### src/design/gyro_bias_complementary_filter_assert.svh
// Assertion macros for the gyro bias complementary filter.
`ifndef GYRO_BIAS_COMPLEMENTARY_FILTER_ASSERT_SVH
`define GYRO_BIAS_COMPLEMENTARY_FILTER_ASSERT_SVH

`ifndef ASSERT_OFF

// same-cycle implication
`define GBCF_ASSERT_SAME(label, clk, rst_n, ante, cons) \
    label: assert property (@(posedge clk) disable iff (!(rst_n)) (ante) |-> (cons)) \
        else $error("gbcf: check failed");

// next-cycle implication
`define GBCF_ASSERT_NEXT(label, clk, rst_n, ante, cons) \
    label: assert property (@(posedge clk) disable iff (!(rst_n)) (ante) |=> (cons)) \
        else $error("gbcf: check failed");

`else

`define GBCF_ASSERT_SAME(label, clk, rst_n, ante, cons)
`define GBCF_ASSERT_NEXT(label, clk, rst_n, ante, cons)

`endif

`endif

### src/design/gbcf_pkg.sv
`timescale 1ns / 1ps

package gbcf_pkg;

    localparam int CHANNELS = 2;
    localparam int CH_W     = (CHANNELS > 1) ? $clog2(CHANNELS) : 1;

    // one channel's state as stored in the state memory
    typedef struct packed {
        logic               seen;
        logic signed [15:0] prev_rate;
        logic signed [15:0] bias;
        logic signed [31:0] acc;
        logic signed [31:0] last_error;
    } gbcf_entry_t;

    // write-back from the pipeline tail
    typedef struct packed {
        logic            we;
        logic [CH_W-1:0] addr;
        gbcf_entry_t     entry;
    } gbcf_wb_t;

    // pipeline status toward the input side
    typedef struct packed {
        logic                can_take;
        logic [CHANNELS-1:0] busy;
    } gbcf_status_t;

endpackage

### src/design/gbcf_ram.sv
`timescale 1ns / 1ps

module gbcf_ram #(
    parameter int WIDTH = 8,
    parameter int DEPTH = 2
) (
    input  logic                                        clk,
    input  logic                                        we,
    input  logic [((DEPTH > 1) ? $clog2(DEPTH) : 1)-1:0] waddr,
    input  logic [WIDTH-1:0]                            wdata,
    input  logic                                        re,
    input  logic [((DEPTH > 1) ? $clog2(DEPTH) : 1)-1:0] raddr,
    output logic [WIDTH-1:0]                            rdata
);

    logic [WIDTH-1:0] mem_reg [DEPTH];
    logic [WIDTH-1:0] rdata_reg;

    always_ff @(posedge clk) begin
        if (we) begin
            mem_reg[waddr] <= wdata;
        end
        if (re) begin
            rdata_reg <= mem_reg[raddr];
        end
    end

    assign rdata = rdata_reg;

endmodule

### src/design/gbcf_core.sv
`timescale 1ns / 1ps

module gbcf_core (
    input  logic                      aclk,
    input  logic                      aresetn,
    input  logic                      take,
    input  logic [gbcf_pkg::CH_W-1:0] take_ch,
    input  logic                      take_hit,
    input  logic signed [15:0]        take_ref,
    input  logic signed [15:0]        take_rate,
    input  gbcf_pkg::gbcf_entry_t     rd_entry,
    output gbcf_pkg::gbcf_status_t    status,
    output gbcf_pkg::gbcf_wb_t        wb,
    output logic                      m_valid,
    input  logic                      m_ready,
    output logic signed [15:0]        m_angle_estimate
);

    import gbcf_pkg::*;

    localparam int NSTAGE     = 9;
    localparam int Q_SHIFT    = 14;
    localparam int RATE_SHIFT = 5;       // rate gain of 32
    localparam int CORR_SHIFT = 8;       // correction by error / 256
    // error*512/1e6 == error*8/15625
    localparam int BIAS_SHIFT = 3;
    localparam int DIVISOR    = 15625;
    localparam int RECIP_SH   = 45;
    localparam logic [31:0] RECIP_M = 32'd2251799813; // floor(2^45 / 15625)
    localparam int QUOT_W     = 18;
    localparam int REM_W      = 15;
    localparam int DELTA_W    = QUOT_W + BIAS_SHIFT + 1;
    localparam logic signed [31:0] Q_ROUND    = 32'((1 << Q_SHIFT) - 1);
    localparam logic signed [31:0] CORR_ROUND = 32'((1 << CORR_SHIFT) - 1);

    typedef struct packed {
        logic [CH_W-1:0]           ch;
        logic                      hit;
        logic signed [15:0]        ref_angle;
        logic signed [15:0]        rate;
        logic                      seen;
        logic signed [15:0]        bias;
        logic signed [31:0]        acc;
        logic signed [31:0]        err;
        logic [31:0]               mag;
        logic                      neg;
        logic [QUOT_W-1:0]         quot;
        logic [REM_W-1:0]          rem;
        logic signed [DELTA_W-1:0] delta;
        logic signed [31:0]        nb_sum;
    } stage_t;

    function automatic logic signed [31:0] sat32(input logic signed [32:0] v);
        logic signed [31:0] r;
        if (v > 33'sd2147483647) begin
            r = 32'sh7fffffff;
        end else if (v < -33'sd2147483648) begin
            r = 32'sh80000000;
        end else begin
            r = v[31:0];
        end
        return r;
    endfunction

    function automatic logic signed [15:0] sat16(input logic signed [31:0] v);
        logic signed [15:0] r;
        if (v > 32'sd32767) begin
            r = 16'sh7fff;
        end else if (v < -32'sd32768) begin
            r = 16'sh8000;
        end else begin
            r = v[15:0];
        end
        return r;
    endfunction

    stage_t             st_reg  [1:NSTAGE];
    stage_t             st_next [1:NSTAGE];
    logic [1:NSTAGE]    v_reg;
    logic [1:NSTAGE]    v_next;
    logic [1:NSTAGE]    en;
    logic               en_out;
    logic               o_valid_reg;
    logic signed [15:0] o_angle_reg;
    logic signed [15:0] o_angle_next;
    logic signed [15:0] wb_bias;

    // stall chain: a stage moves when the one after it is empty or moving
    always_comb begin
        en_out     = !o_valid_reg || m_ready;
        en[NSTAGE] = !v_reg[NSTAGE] || en_out;
        for (int k = NSTAGE - 1; k >= 1; k--) begin
            en[k] = !v_reg[k] || en[k+1];
        end
        v_next[1] = take;
        for (int k = 2; k <= NSTAGE; k++) begin
            v_next[k] = v_reg[k-1];
        end
    end

    always_comb begin
        gbcf_entry_t               e;
        logic signed [16:0]        s1_diff;
        logic signed [32:0]        s1_sum;
        logic signed [32:0]        s2_diff;
        logic signed [31:0]        s3_corr;
        logic signed [32:0]        s3_acc;
        logic [63:0]               s4_prod;
        logic [31:0]               s5_prod;
        logic [31:0]               s5_rem;
        logic [2:0]                s7_frac;
        logic [QUOT_W+BIAS_SHIFT-1:0] s7_mag;
        logic signed [DELTA_W-1:0] s7_pos;
        logic signed [31:0]        s9_nb;
        logic signed [31:0]        s9_ang;

        // stage 1 capture
        st_next[1]           = '0;
        st_next[1].ch        = take_ch;
        st_next[1].hit       = take_hit;
        st_next[1].ref_angle = take_ref;
        st_next[1].rate      = take_rate;

        // stage 1: memory data, integrate the previous rate
        e       = st_reg[1].hit ? rd_entry : '0;
        s1_diff = 17'(e.prev_rate) - 17'(e.bias);
        s1_sum  = 33'(e.acc) + (33'(s1_diff) <<< RATE_SHIFT);
        st_next[2]      = st_reg[1];
        st_next[2].seen = e.seen;
        st_next[2].bias = e.bias;
        st_next[2].err  = e.last_error;
        st_next[2].acc  = sat32(s1_sum);

        // stage 2: new error once the channel has a history
        s2_diff    = 33'(st_reg[2].acc) - (33'(st_reg[2].ref_angle) <<< Q_SHIFT);
        st_next[3] = st_reg[2];
        if (st_reg[2].seen) begin
            st_next[3].err = sat32(s2_diff);
        end

        // stage 3: correction toward the reference, error magnitude
        if (st_reg[3].err[31]) begin
            s3_corr = (st_reg[3].err + CORR_ROUND) >>> CORR_SHIFT;
        end else begin
            s3_corr = st_reg[3].err >>> CORR_SHIFT;
        end
        s3_acc         = 33'(st_reg[3].acc) - 33'(s3_corr);
        st_next[4]     = st_reg[3];
        st_next[4].acc = sat32(s3_acc);
        st_next[4].neg = st_reg[3].err[31];
        st_next[4].mag = st_reg[3].err[31] ? (~st_reg[3].err + 32'd1) : st_reg[3].err;

        // stage 4: quotient estimate by reciprocal, low by at most one
        s4_prod         = st_reg[4].mag * RECIP_M;
        st_next[5]      = st_reg[4];
        st_next[5].quot = s4_prod[RECIP_SH+QUOT_W-1:RECIP_SH];

        // stage 5: remainder of the estimate
        s5_prod        = 32'(st_reg[5].quot) * 32'(DIVISOR);
        s5_rem         = st_reg[5].mag - s5_prod;
        st_next[6]     = st_reg[5];
        st_next[6].rem = s5_rem[REM_W-1:0];

        // stage 6: fix the estimate
        st_next[7] = st_reg[6];
        if (st_reg[6].rem >= REM_W'(DIVISOR)) begin
            st_next[7].quot = st_reg[6].quot + QUOT_W'(1);
            st_next[7].rem  = st_reg[6].rem - REM_W'(DIVISOR);
        end

        // stage 7: the three fraction bits from the remainder, signed delta
        s7_frac = '0;
        for (int k = 1; k < (1 << BIAS_SHIFT); k++) begin
            if ({st_reg[7].rem, BIAS_SHIFT'(0)} >= (REM_W + BIAS_SHIFT)'(DIVISOR * k)) begin
                s7_frac = 3'(k);
            end
        end
        s7_mag           = {st_reg[7].quot, s7_frac};
        s7_pos           = DELTA_W'(s7_mag);
        st_next[8]       = st_reg[7];
        st_next[8].delta = st_reg[7].neg ? -s7_pos : s7_pos;

        // stage 8: bias in Q14 plus delta
        st_next[9]        = st_reg[8];
        st_next[9].nb_sum = (32'(st_reg[8].bias) <<< Q_SHIFT) + 32'(st_reg[8].delta);

        // stage 9: back to integer bias and angle, both toward zero
        if (st_reg[9].nb_sum[31]) begin
            s9_nb = (st_reg[9].nb_sum + Q_ROUND) >>> Q_SHIFT;
        end else begin
            s9_nb = st_reg[9].nb_sum >>> Q_SHIFT;
        end
        if (st_reg[9].acc[31]) begin
            s9_ang = (st_reg[9].acc + Q_ROUND) >>> Q_SHIFT;
        end else begin
            s9_ang = st_reg[9].acc >>> Q_SHIFT;
        end
        wb_bias      = sat16(s9_nb);
        o_angle_next = sat16(s9_ang);
    end

    always_ff @(posedge aclk) begin
        if (!aresetn) begin
            v_reg       <= '0;
            o_valid_reg <= 1'b0;
        end else begin
            for (int k = 1; k <= NSTAGE; k++) begin
                if (en[k]) begin
                    v_reg[k] <= v_next[k];
                end
            end
            if (en_out) begin
                o_valid_reg <= v_reg[NSTAGE];
            end
        end
    end

    always_ff @(posedge aclk) begin
        for (int k = 1; k <= NSTAGE; k++) begin
            if (en[k]) begin
                st_reg[k] <= st_next[k];
            end
        end
        if (en_out) begin
            o_angle_reg <= o_angle_next;
        end
    end

    always_comb begin
        status.can_take = en[1];
        status.busy     = '0;
        for (int k = 1; k <= NSTAGE; k++) begin
            if (v_reg[k]) begin
                status.busy[st_reg[k].ch] = 1'b1;
            end
        end
    end

    always_comb begin
        wb.we               = v_reg[NSTAGE] && en_out;
        wb.addr             = st_reg[NSTAGE].ch;
        wb.entry.seen       = 1'b1;
        wb.entry.prev_rate  = st_reg[NSTAGE].rate;
        wb.entry.bias       = wb_bias;
        wb.entry.acc        = st_reg[NSTAGE].acc;
        wb.entry.last_error = st_reg[NSTAGE].err;
    end

    assign m_valid          = o_valid_reg;
    assign m_angle_estimate = o_angle_reg;

endmodule

### src/design/gyro_bias_complementary_filter.sv
`timescale 1ns / 1ps
// Channel   Direction  Handshake           Payload
// s_        in         s_valid / s_ready   s_kind, s_reference_angle, s_rate_sample
// m_        out        m_valid / m_ready   m_angle_estimate
//
// Each channel has at most one item in flight: an item waits until its channel's state is
// written back, so two channels interleaved keep at best two items in flight at once.
// From the accepting edge an item passes the stage 1 register (which takes the memory
// read), eight more stages and the output register before m_valid rises.
// One channel alone takes no new item until the last one is written back: the
// read-modify-write loop through the state memory (accept to write-back) sets that limit.
// Reset clears the per-channel valid bits at once; an unwritten channel reads as zero.
// A stalled m_ side holds the pipeline stage by stage; bubbles still close up.

module gyro_bias_complementary_filter (
    input  logic                      aclk,
    input  logic                      aresetn,
    input  logic                      s_valid,
    output logic                      s_ready,
    input  logic                      s_kind,
    input  logic signed [15:0]        s_reference_angle,
    input  logic signed [15:0]        s_rate_sample,
    output logic                      m_valid,
    input  logic                      m_ready,
    output logic signed [15:0]        m_angle_estimate
);

    import gbcf_pkg::*;

`include "gyro_bias_complementary_filter_assert.svh"

    localparam int ENTRY_W = $bits(gbcf_entry_t);

    logic [CH_W-1:0]     ch_sel;
    logic                accept;
    logic [CHANNELS-1:0] vld_reg;
    logic [CHANNELS-1:0] vld_next;
    logic [ENTRY_W-1:0]  ram_rdata;
    gbcf_entry_t         rd_entry;
    gbcf_status_t        status;
    gbcf_wb_t            wb;

    // channel codes past the last channel fold onto the last one
    always_comb begin
        if (32'(s_kind) >= CHANNELS) begin
            ch_sel = CH_W'(CHANNELS - 1);
        end else begin
            ch_sel = CH_W'(s_kind);
        end
    end

    // hold an item whose channel is still in flight: its state is not written back yet
    assign s_ready = status.can_take && !status.busy[ch_sel];
    assign accept  = s_valid && s_ready;

    // valid bit per channel stands in for the zero reset of the state memory
    always_comb begin
        vld_next = vld_reg;
        if (wb.we) begin
            vld_next[wb.addr] = 1'b1;
        end
    end

    always_ff @(posedge aclk) begin
        if (!aresetn) begin
            vld_reg <= '0;
        end else begin
            vld_reg <= vld_next;
        end
    end

    // per-channel state: one entry per channel, read on accept, written at the tail
    gbcf_ram #(
        .WIDTH (ENTRY_W),
        .DEPTH (CHANNELS)
    ) u_state_ram (
        .clk   (aclk),
        .we    (wb.we),
        .waddr (wb.addr),
        .wdata (wb.entry),
        .re    (accept),
        .raddr (ch_sel),
        .rdata (ram_rdata)
    );

    assign rd_entry = gbcf_entry_t'(ram_rdata);

    gbcf_core u_core (
        .aclk             (aclk),
        .aresetn          (aresetn),
        .take             (accept),
        .take_ch          (ch_sel),
        .take_hit         (vld_reg[ch_sel]),
        .take_ref         (s_reference_angle),
        .take_rate        (s_rate_sample),
        .rd_entry         (rd_entry),
        .status           (status),
        .wb               (wb),
        .m_valid          (m_valid),
        .m_ready          (m_ready),
        .m_angle_estimate (m_angle_estimate)
    );

    // a read never meets a write of the same entry
    `GBCF_ASSERT_SAME(a_no_rw_overlap, aclk, aresetn, accept && wb.we, wb.addr != ch_sel)
    // an accepted item marks its channel busy until write-back
    `GBCF_ASSERT_NEXT(a_busy_after_accept, aclk, aresetn, aresetn && accept, status.busy[$past(ch_sel)])
    // a write-back leaves the channel valid
    `GBCF_ASSERT_NEXT(a_valid_after_wb, aclk, aresetn, aresetn && wb.we, vld_reg[$past(wb.addr)])

endmodule

### config.mk
export PLATFORM = sky130hd
export DESIGN_NAME = gyro_bias_complementary_filter
export DESIGN_NICKNAME = d
export VERILOG_FILES = /design/src/design/gbcf_pkg.sv /design/src/design/gbcf_ram.sv /design/src/design/gbcf_core.sv /design/src/design/gyro_bias_complementary_filter.sv
export VERILOG_INCLUDE_DIRS = /design/src /design/src/design
export SDC_FILE = /design/constraint.sdc
export NUM_CORES = 2
export LEC_CHECK = 0
export BUFFER_PORTS_ARGS = -buffer_cell sky130_fd_sc_hd__clkbuf_2
export CORE_AREA = 4 4 421 423
export CTS_CLUSTER_DIAMETER = 40
export DETAILED_ROUTE_END_ITERATION = 16
export DIE_AREA = 0 0 425 427
export PLACE_DENSITY = 0.61
export SYNTH_ARGS = -nofsm -noshare
export SYNTH_HDL_FRONTEND = slang
export SYNTH_SLANG_ARGS = --single-unit
### constraint.sdc
create_clock -name aclk -period 8.25 [get_ports aclk]
set_input_delay 0.4125 -clock aclk [delete_from_list [all_inputs] [get_ports aclk]]
set_output_delay 0.4125 -clock aclk [all_outputs]
set_load 0.02 [all_outputs]
== Word level (Yosys, flattened, before mapping) ==
Memories as Yosys holds them, arrays and structs flattened. A register that Yosys moved wholly into a read port is not among the register bits.
Cells that the tools add are included.
Cells by class
  add/sub/neg operators: 13
  reductions and logical operators: 33
  muxes and demuxes: 75
  multiply operators: 2
  order comparisons: 37
  bitwise gates (word level): 10
Operators by type and width (number)
  two-way mux 32 bit: 11
  greater-than comparator 33 x 32 -> 1 bit, second input constant: 3
  < comparator 33 x 32 -> 1 bit, second input constant: 3
  two-way mux 97 bit: 1
  adder 32 x 15 -> 32 bit, second input constant: 2
  greater-than comparator 32 x 16 -> 1 bit, second input constant: 2
  < comparator 32 x 16 -> 1 bit, second input constant: 2
  multiplier 32 x 32 -> 63 bit, second input constant: 1
  greater-or-equal comparator 18 x 17 -> 1 bit, second input constant: 3
  two-way mux 16 bit: 3
  greater-or-equal comparator 18 x 16 -> 1 bit, second input constant: 2
  two-way mux 1 bit: 34
  adder 32 x 22 -> 33 bit: 1
  two-way mux 33 bit: 1
  subtractor 32 x 30 -> 33 bit: 1
  subtractor 32 x 32 -> 33 bit: 1
  adder 32 x 1 -> 32 bit, second input constant: 1
  adder 32 x 9 -> 32 bit, second input constant: 1
  inverter 32 bit: 1
  adder 30 x 22 -> 31 bit: 1
  two-way mux 2 bit: 11
  two-way mux 22 bit: 1
  negation 21 -> 22 bit: 1
  < comparator 1 x 2 -> 1 bit, second input constant: 10
  other kinds (15): 72
Word-level totals
  memories kept: 2
  RAM bits: 2307
  word-level logic and storage cells: 185
  bits in registers: 125
  bits of input ports: 37
  output and inout port bits: 18
Memories
  u_core.st_reg: depth 9, bits a word 235, rd ports 9, clocked after Yosys merged registers in 0, write ports 9, RTL line gbcf_core.sv:77  | stage_t st_reg [1:NSTAGE];
  u_state_ram.mem_reg: depth 2, bits a word 96, rd ports 1, clocked after Yosys merged registers in 1, write ports 1, RTL line gbcf_ram.sv:16  | logic [WIDTH-1:0] mem_reg [DEPTH];

== Longest topological paths before layout ==
An unclocked memory read counts as a cell.
  depth in word-level cells: 27
  gate-level depth with buffers: 27
  gate-level depth less buffers: 26

== By module ==
Synthesis repeated with hierarchy kept, for this count alone.
Unflattened totals
  cells, all modules: 4903
  area, all modules: 69241.4 sq um
By module, submodules not included
  gbcf_core: cells an instance 4492, area an instance 59100.4 sq um, sequential area each 30499.3 sq um, times used 1
  gbcf_ram: cells an instance 401, area an instance 10042.1 sq um, sequential area each 8738.4 sq um, times used 1
  gyro_bias_complementary_filter: cells an instance 10, area an instance 98.8 sq um, sequential area each 40.0 sq um, times used 1

== Least setup slack after synthesis ==
Ideal clock, no wire load.
  path type: reg-to-reg
  start point: register u_core.o_valid_reg, in the netlist u_core.m_valid
  end point: memory u_state_ram.mem_reg[0][0] in the netlist's numbering, enable pin
  setup time: 0.670 ns
  buffers on the path: 0
  cell stages (with the launch flop): 3
  clock period less this slack: 7.728 ns
  slack: 0.522 ns
  arrival time: 7.057 ns
  required time: 7.580 ns
  cells stage by stage: dfxtp_1 > nor2b_1 > nor3_1
Between the ends
  word-level cells in the longest chain between the ends: 5
Ends and longest elaborated chain
  start, declared: RTL line gbcf_core.sv:83  | logic o_valid_reg;
  start signal, assigned: RTL line gbcf_core.sv:213  | o_valid_reg <= v_reg[NSTAGE];
  zero test 1 bit: RTL line gbcf_core.sv:90  | en_out = !o_valid_reg || m_ready;
  logical OR 1 bit: RTL line gbcf_core.sv:90
  logical AND 1 bit: RTL line gbcf_core.sv:240  | wb.we = v_reg[NSTAGE] && en_out;
  two-way mux 1 bit: RTL line gbcf_ram.sv:20  | if (we) begin
  two-way mux 1 bit (implied by the code): RTL line gbcf_ram.sv:21  | mem_reg[waddr] <= wdata;
  end, declared: RTL line gbcf_ram.sv:16
Every way passes these cells.

==> results.yml <==
run_status:
  outcome: "finished, final reports clean"
yosys:
  avgSynthCellArea_sq_um: 14.07
  synth_edf_count: 1297
  synth_top_area_share_pct: 56.47
  ys_seq_area_share_pct: 56.82
  synth_cell_types: 74
  synth_top_cell_by_area: "edfxtp_1"
  synth_nets: 5895
  ys_dominant_reg_cell: "edfxtp_1"
  netlist_area_sq_mm: 0.06897
  synth_cells: 4902
  synth.area.top_cells: "edfxtp_1, fa_1, ha_1"
  yosys_warnings: 0
  ys_ff_latch: 1309
  postSynth.asyncResetShare_pct: 0
timing:
  worst_slew_pin_slew_ns: 1.063
  fin_crit_ns: 7.908
  max_freq_ghz: 0.1264
  hold_viol_final: 0
  drv_slew: 0
  rsz0062_at_grt: "no"
  hold_slack_ns: 0.09453
  setup_viol: 0
  fin_crit_sh_pct: 95.86
  skew_ns: 0.03084
  relSlewSlack_pct: 29.13
clock_network:
  ctsHtreeMaxLevel: 4
  cts_buffers: 154
  path_clk_slew_ns: 0.06
  root_buffer: "clkbuf_16"
  clock_sinks: 1309
  clk_path_buf_depth: 3
  cts_tree: "yes"
  clk_latency_ns: 0.77
hold_path:
  hold_end: "u_core.v_reg[6]$_SDFFE_PN0P_"
  hold-path-cell-count: 2
  worstHoldStart: "aresetn"
  min_path_type: "primary input to flop"
die:
  start_util_pct: 39.76
  chipHeight_um: 427
  pin_count: 55
  die_x_um: 425
  coreArea_sq_mm: 0.1734
  rows: 153
  dieArea_sq_mm: 0.1815
power:
  p_leak_nw: 34.74
  total_power_mw: 15.84
  powerDensity_mw_per_mm2: 203.1
  ir_worst_vdd_v: 0.0001987
critical_path:
  crit_path_top_delay_cell: "edfxtp_1"
  crit_type: "flop to flop"
  reg2reg_to: "u_core.st_reg[5][76]$_DFFE_PP_"
  worst_setup_path_end_kind: "flop"
  crit_path_max_fanout: 4
  cp_slowest_stage_delay_ns: 0.55
  crit_buf_inv: 5
  rr_worst_depth: 23
  cp-start-kind: "flop"
  cp.required_ns: 8.80
  cp_top_family: "adder cells"
  rr_startpoint: "u_core.st_reg[4][113]$_DFFE_PP_"
  worstPathArrival_ns: 8.45
  cp_cell_sequence: "inv_1, fa_1, inv_1, fa_1, inv_1, fa_1, fa_1, inv_1, fa_1, fa_1, fa_1, ha_1, ha_1, nand4_1, nor4_4, nand3_1, o22ai_2, a2111oi_2, buf_4, a21oi_1, a31oi_1, o21bai_1, xor2_1"
  crit_top_cell: "fa_1"
  r2r_slack_ns: 0.34
drt:
  wl_per_cell_um: 20.87
  drtIter0Drc: 2090
  drt-total-wl_mm: 158.7
  vias_per_cell: 4.969
  firstDrtPassIters: 5
  vias: 37770
  ant_nets: 0
  drc: 0
finish:
  layout_commonest_cell: "edfxtp_1"
  utilization_pct: 44.99
  drive_gt1_share_pct: 9.991
  final_cell_mix: "edfxtp_1, inv_1, ha_1"
  syn_to_final_growth_pct: 13.13
  largest_reg_flops: 993
  fin_nets: 6140
grt:
  grt_pass1_vias: 39880
  grt_antenna_before_repair: 4
  grt_max_degree: 107
  grt_use_total_pct: 17.80
  overflow: 0
  grt_pass1_wl_mm: 244.5
place:
  place.gp.congestion: 0.8902
  portBuffers: 54
  dp_hpwl_mm: 117.4
job:
  drv_cap: 0
==> final cells by class <==
class,count,area (sq um)
fill,15500,95420
clock inverter,113,1137
multi-input combinational,2681,26470
inverter,839,3169
timing repair buffer,162,1189
tap,2325,2909
sequential,1309,39190
antenna,2,5.005
clock buffer,171,3960
==> synthesized netlist by cell type, types with 21 or more instances <==
cell / count
edfxtp_1: 1297
inv_1: 839
ha_1: 557
fa_1: 399
xnor2_1: 182
nand2_1: 163
nor2_1: 154
a21oi_1: 150
o21ai_0: 128
xor2_1: 104
mux2_2: 98
and2_1: 86
nand3_1: 74
a21o_1: 67
clkbuf_1: 60
nor3_1: 43
o21a_1: 39
nand4_1: 37
maj3_1: 36
o22ai_1: 35
and3_1: 29
nor2b_1: 25
o31ai_1: 25
a31oi_1: 22
nor4_1: 21
==> per-layer routing <==
layer	vias to the layer above	part of all wire [%]	global-route usage, %
li1	17710	-	-
met1	19080	42	22.86
met2	778	51	31.19
met3	206	4.1	2.603
met4	0	2.8	5.429
met5	-	0	0
==> where the power goes <==
group | internal [mW] | switching (mW)
Sequential | 8.04 | 0.284
Clock | 3.86 | 2.81
Combinational | 0.352 | 0.497
==> stage by stage <==
stage	setup WS, ns	TNS (ns)	cells	cell area [sq um]
2_1_floorplan	0.5225	0	4902	68970
3_3_place_gp	-0.4898	-3.043	7275	72500
3_5_place_dp	-0.3215	-1.557	7275	72500
4_1_cts	0.1496	0	7595	77960
5_1_grt	0.06033	0	7600	78020
6_report	0.3417	0	7602	78020
==> worst register-to-register path, cell delays in order, from the launching register on <==
cell       delay (ns)
edfxtp_1         0.55
inv_1            0.25
fa_1             0.53
inv_1            0.06
fa_1             0.54
inv_1            0.05
fa_1             0.48
fa_1             0.52
inv_1            0.06
fa_1             0.48
fa_1             0.53
fa_1             0.52
ha_1             0.33
ha_1             0.35
nand4_1          0.29
nor4_4           0.45
nand3_1          0.18
o22ai_2          0.30
a2111oi_2        0.10
buf_4            0.17
a21oi_1          0.27
a31oi_1          0.18
o21bai_1         0.18
xor2_1           0.31
==> worst max path at each step <==
stage | startpoint | end | slack (ns) | depth (start not counted)
6_report | u_core.st_reg[4][113]$_DFFE_PP_ | u_core.st_reg[5][76]$_DFFE_PP_ | 0.34 | 23
5_1_grt | u_core.st_reg[4][113]$_DFFE_PP_ | u_core.st_reg[5][76]$_DFFE_PP_ | 0.06 | 23
4_1_cts | u_core.st_reg[4][109]$_DFFE_PP_ | u_core.st_reg[5][76]$_DFFE_PP_ | 0.15 | 23
3_5_place_dp | u_core.st_reg[4][113]$_DFFE_PP_ | u_core.st_reg[5][76]$_DFFE_PP_ | -0.32 | 23
3_3_place_gp | u_core.st_reg[4][113]$_DFFE_PP_ | u_core.st_reg[5][76]$_DFFE_PP_ | -0.49 | 23
2_1_floorplan | u_core.m_valid$_SDFFE_PN0N_ | u_state_ram.mem_reg[0][0]$_DFFE_PP_ | 0.52 | 2
==> kinds of logic after synthesis <==
group / share of synthesized area [%]
DFF: 56.82
adders and majority gates: 22.21
buffers and inverters: 4.976
and+or+nand+nor: 5.007
AOI/OAI and AO/OA: 5.738
xor gates and xnor gates: 3.632
muxes: 1.615
==> timing repair <==
action / 4_1_cts / 5_1_grt
endpoints found under the setup margin: 10 / 4
resized for setup: 2 / 3
pin swaps: 0 / 0
setup buffers: 4 / 5
hold endpoints to repair: 32 / 0
hold buffers: 32 / 0
No activity file was read; power rests on OpenSTA's default activity.
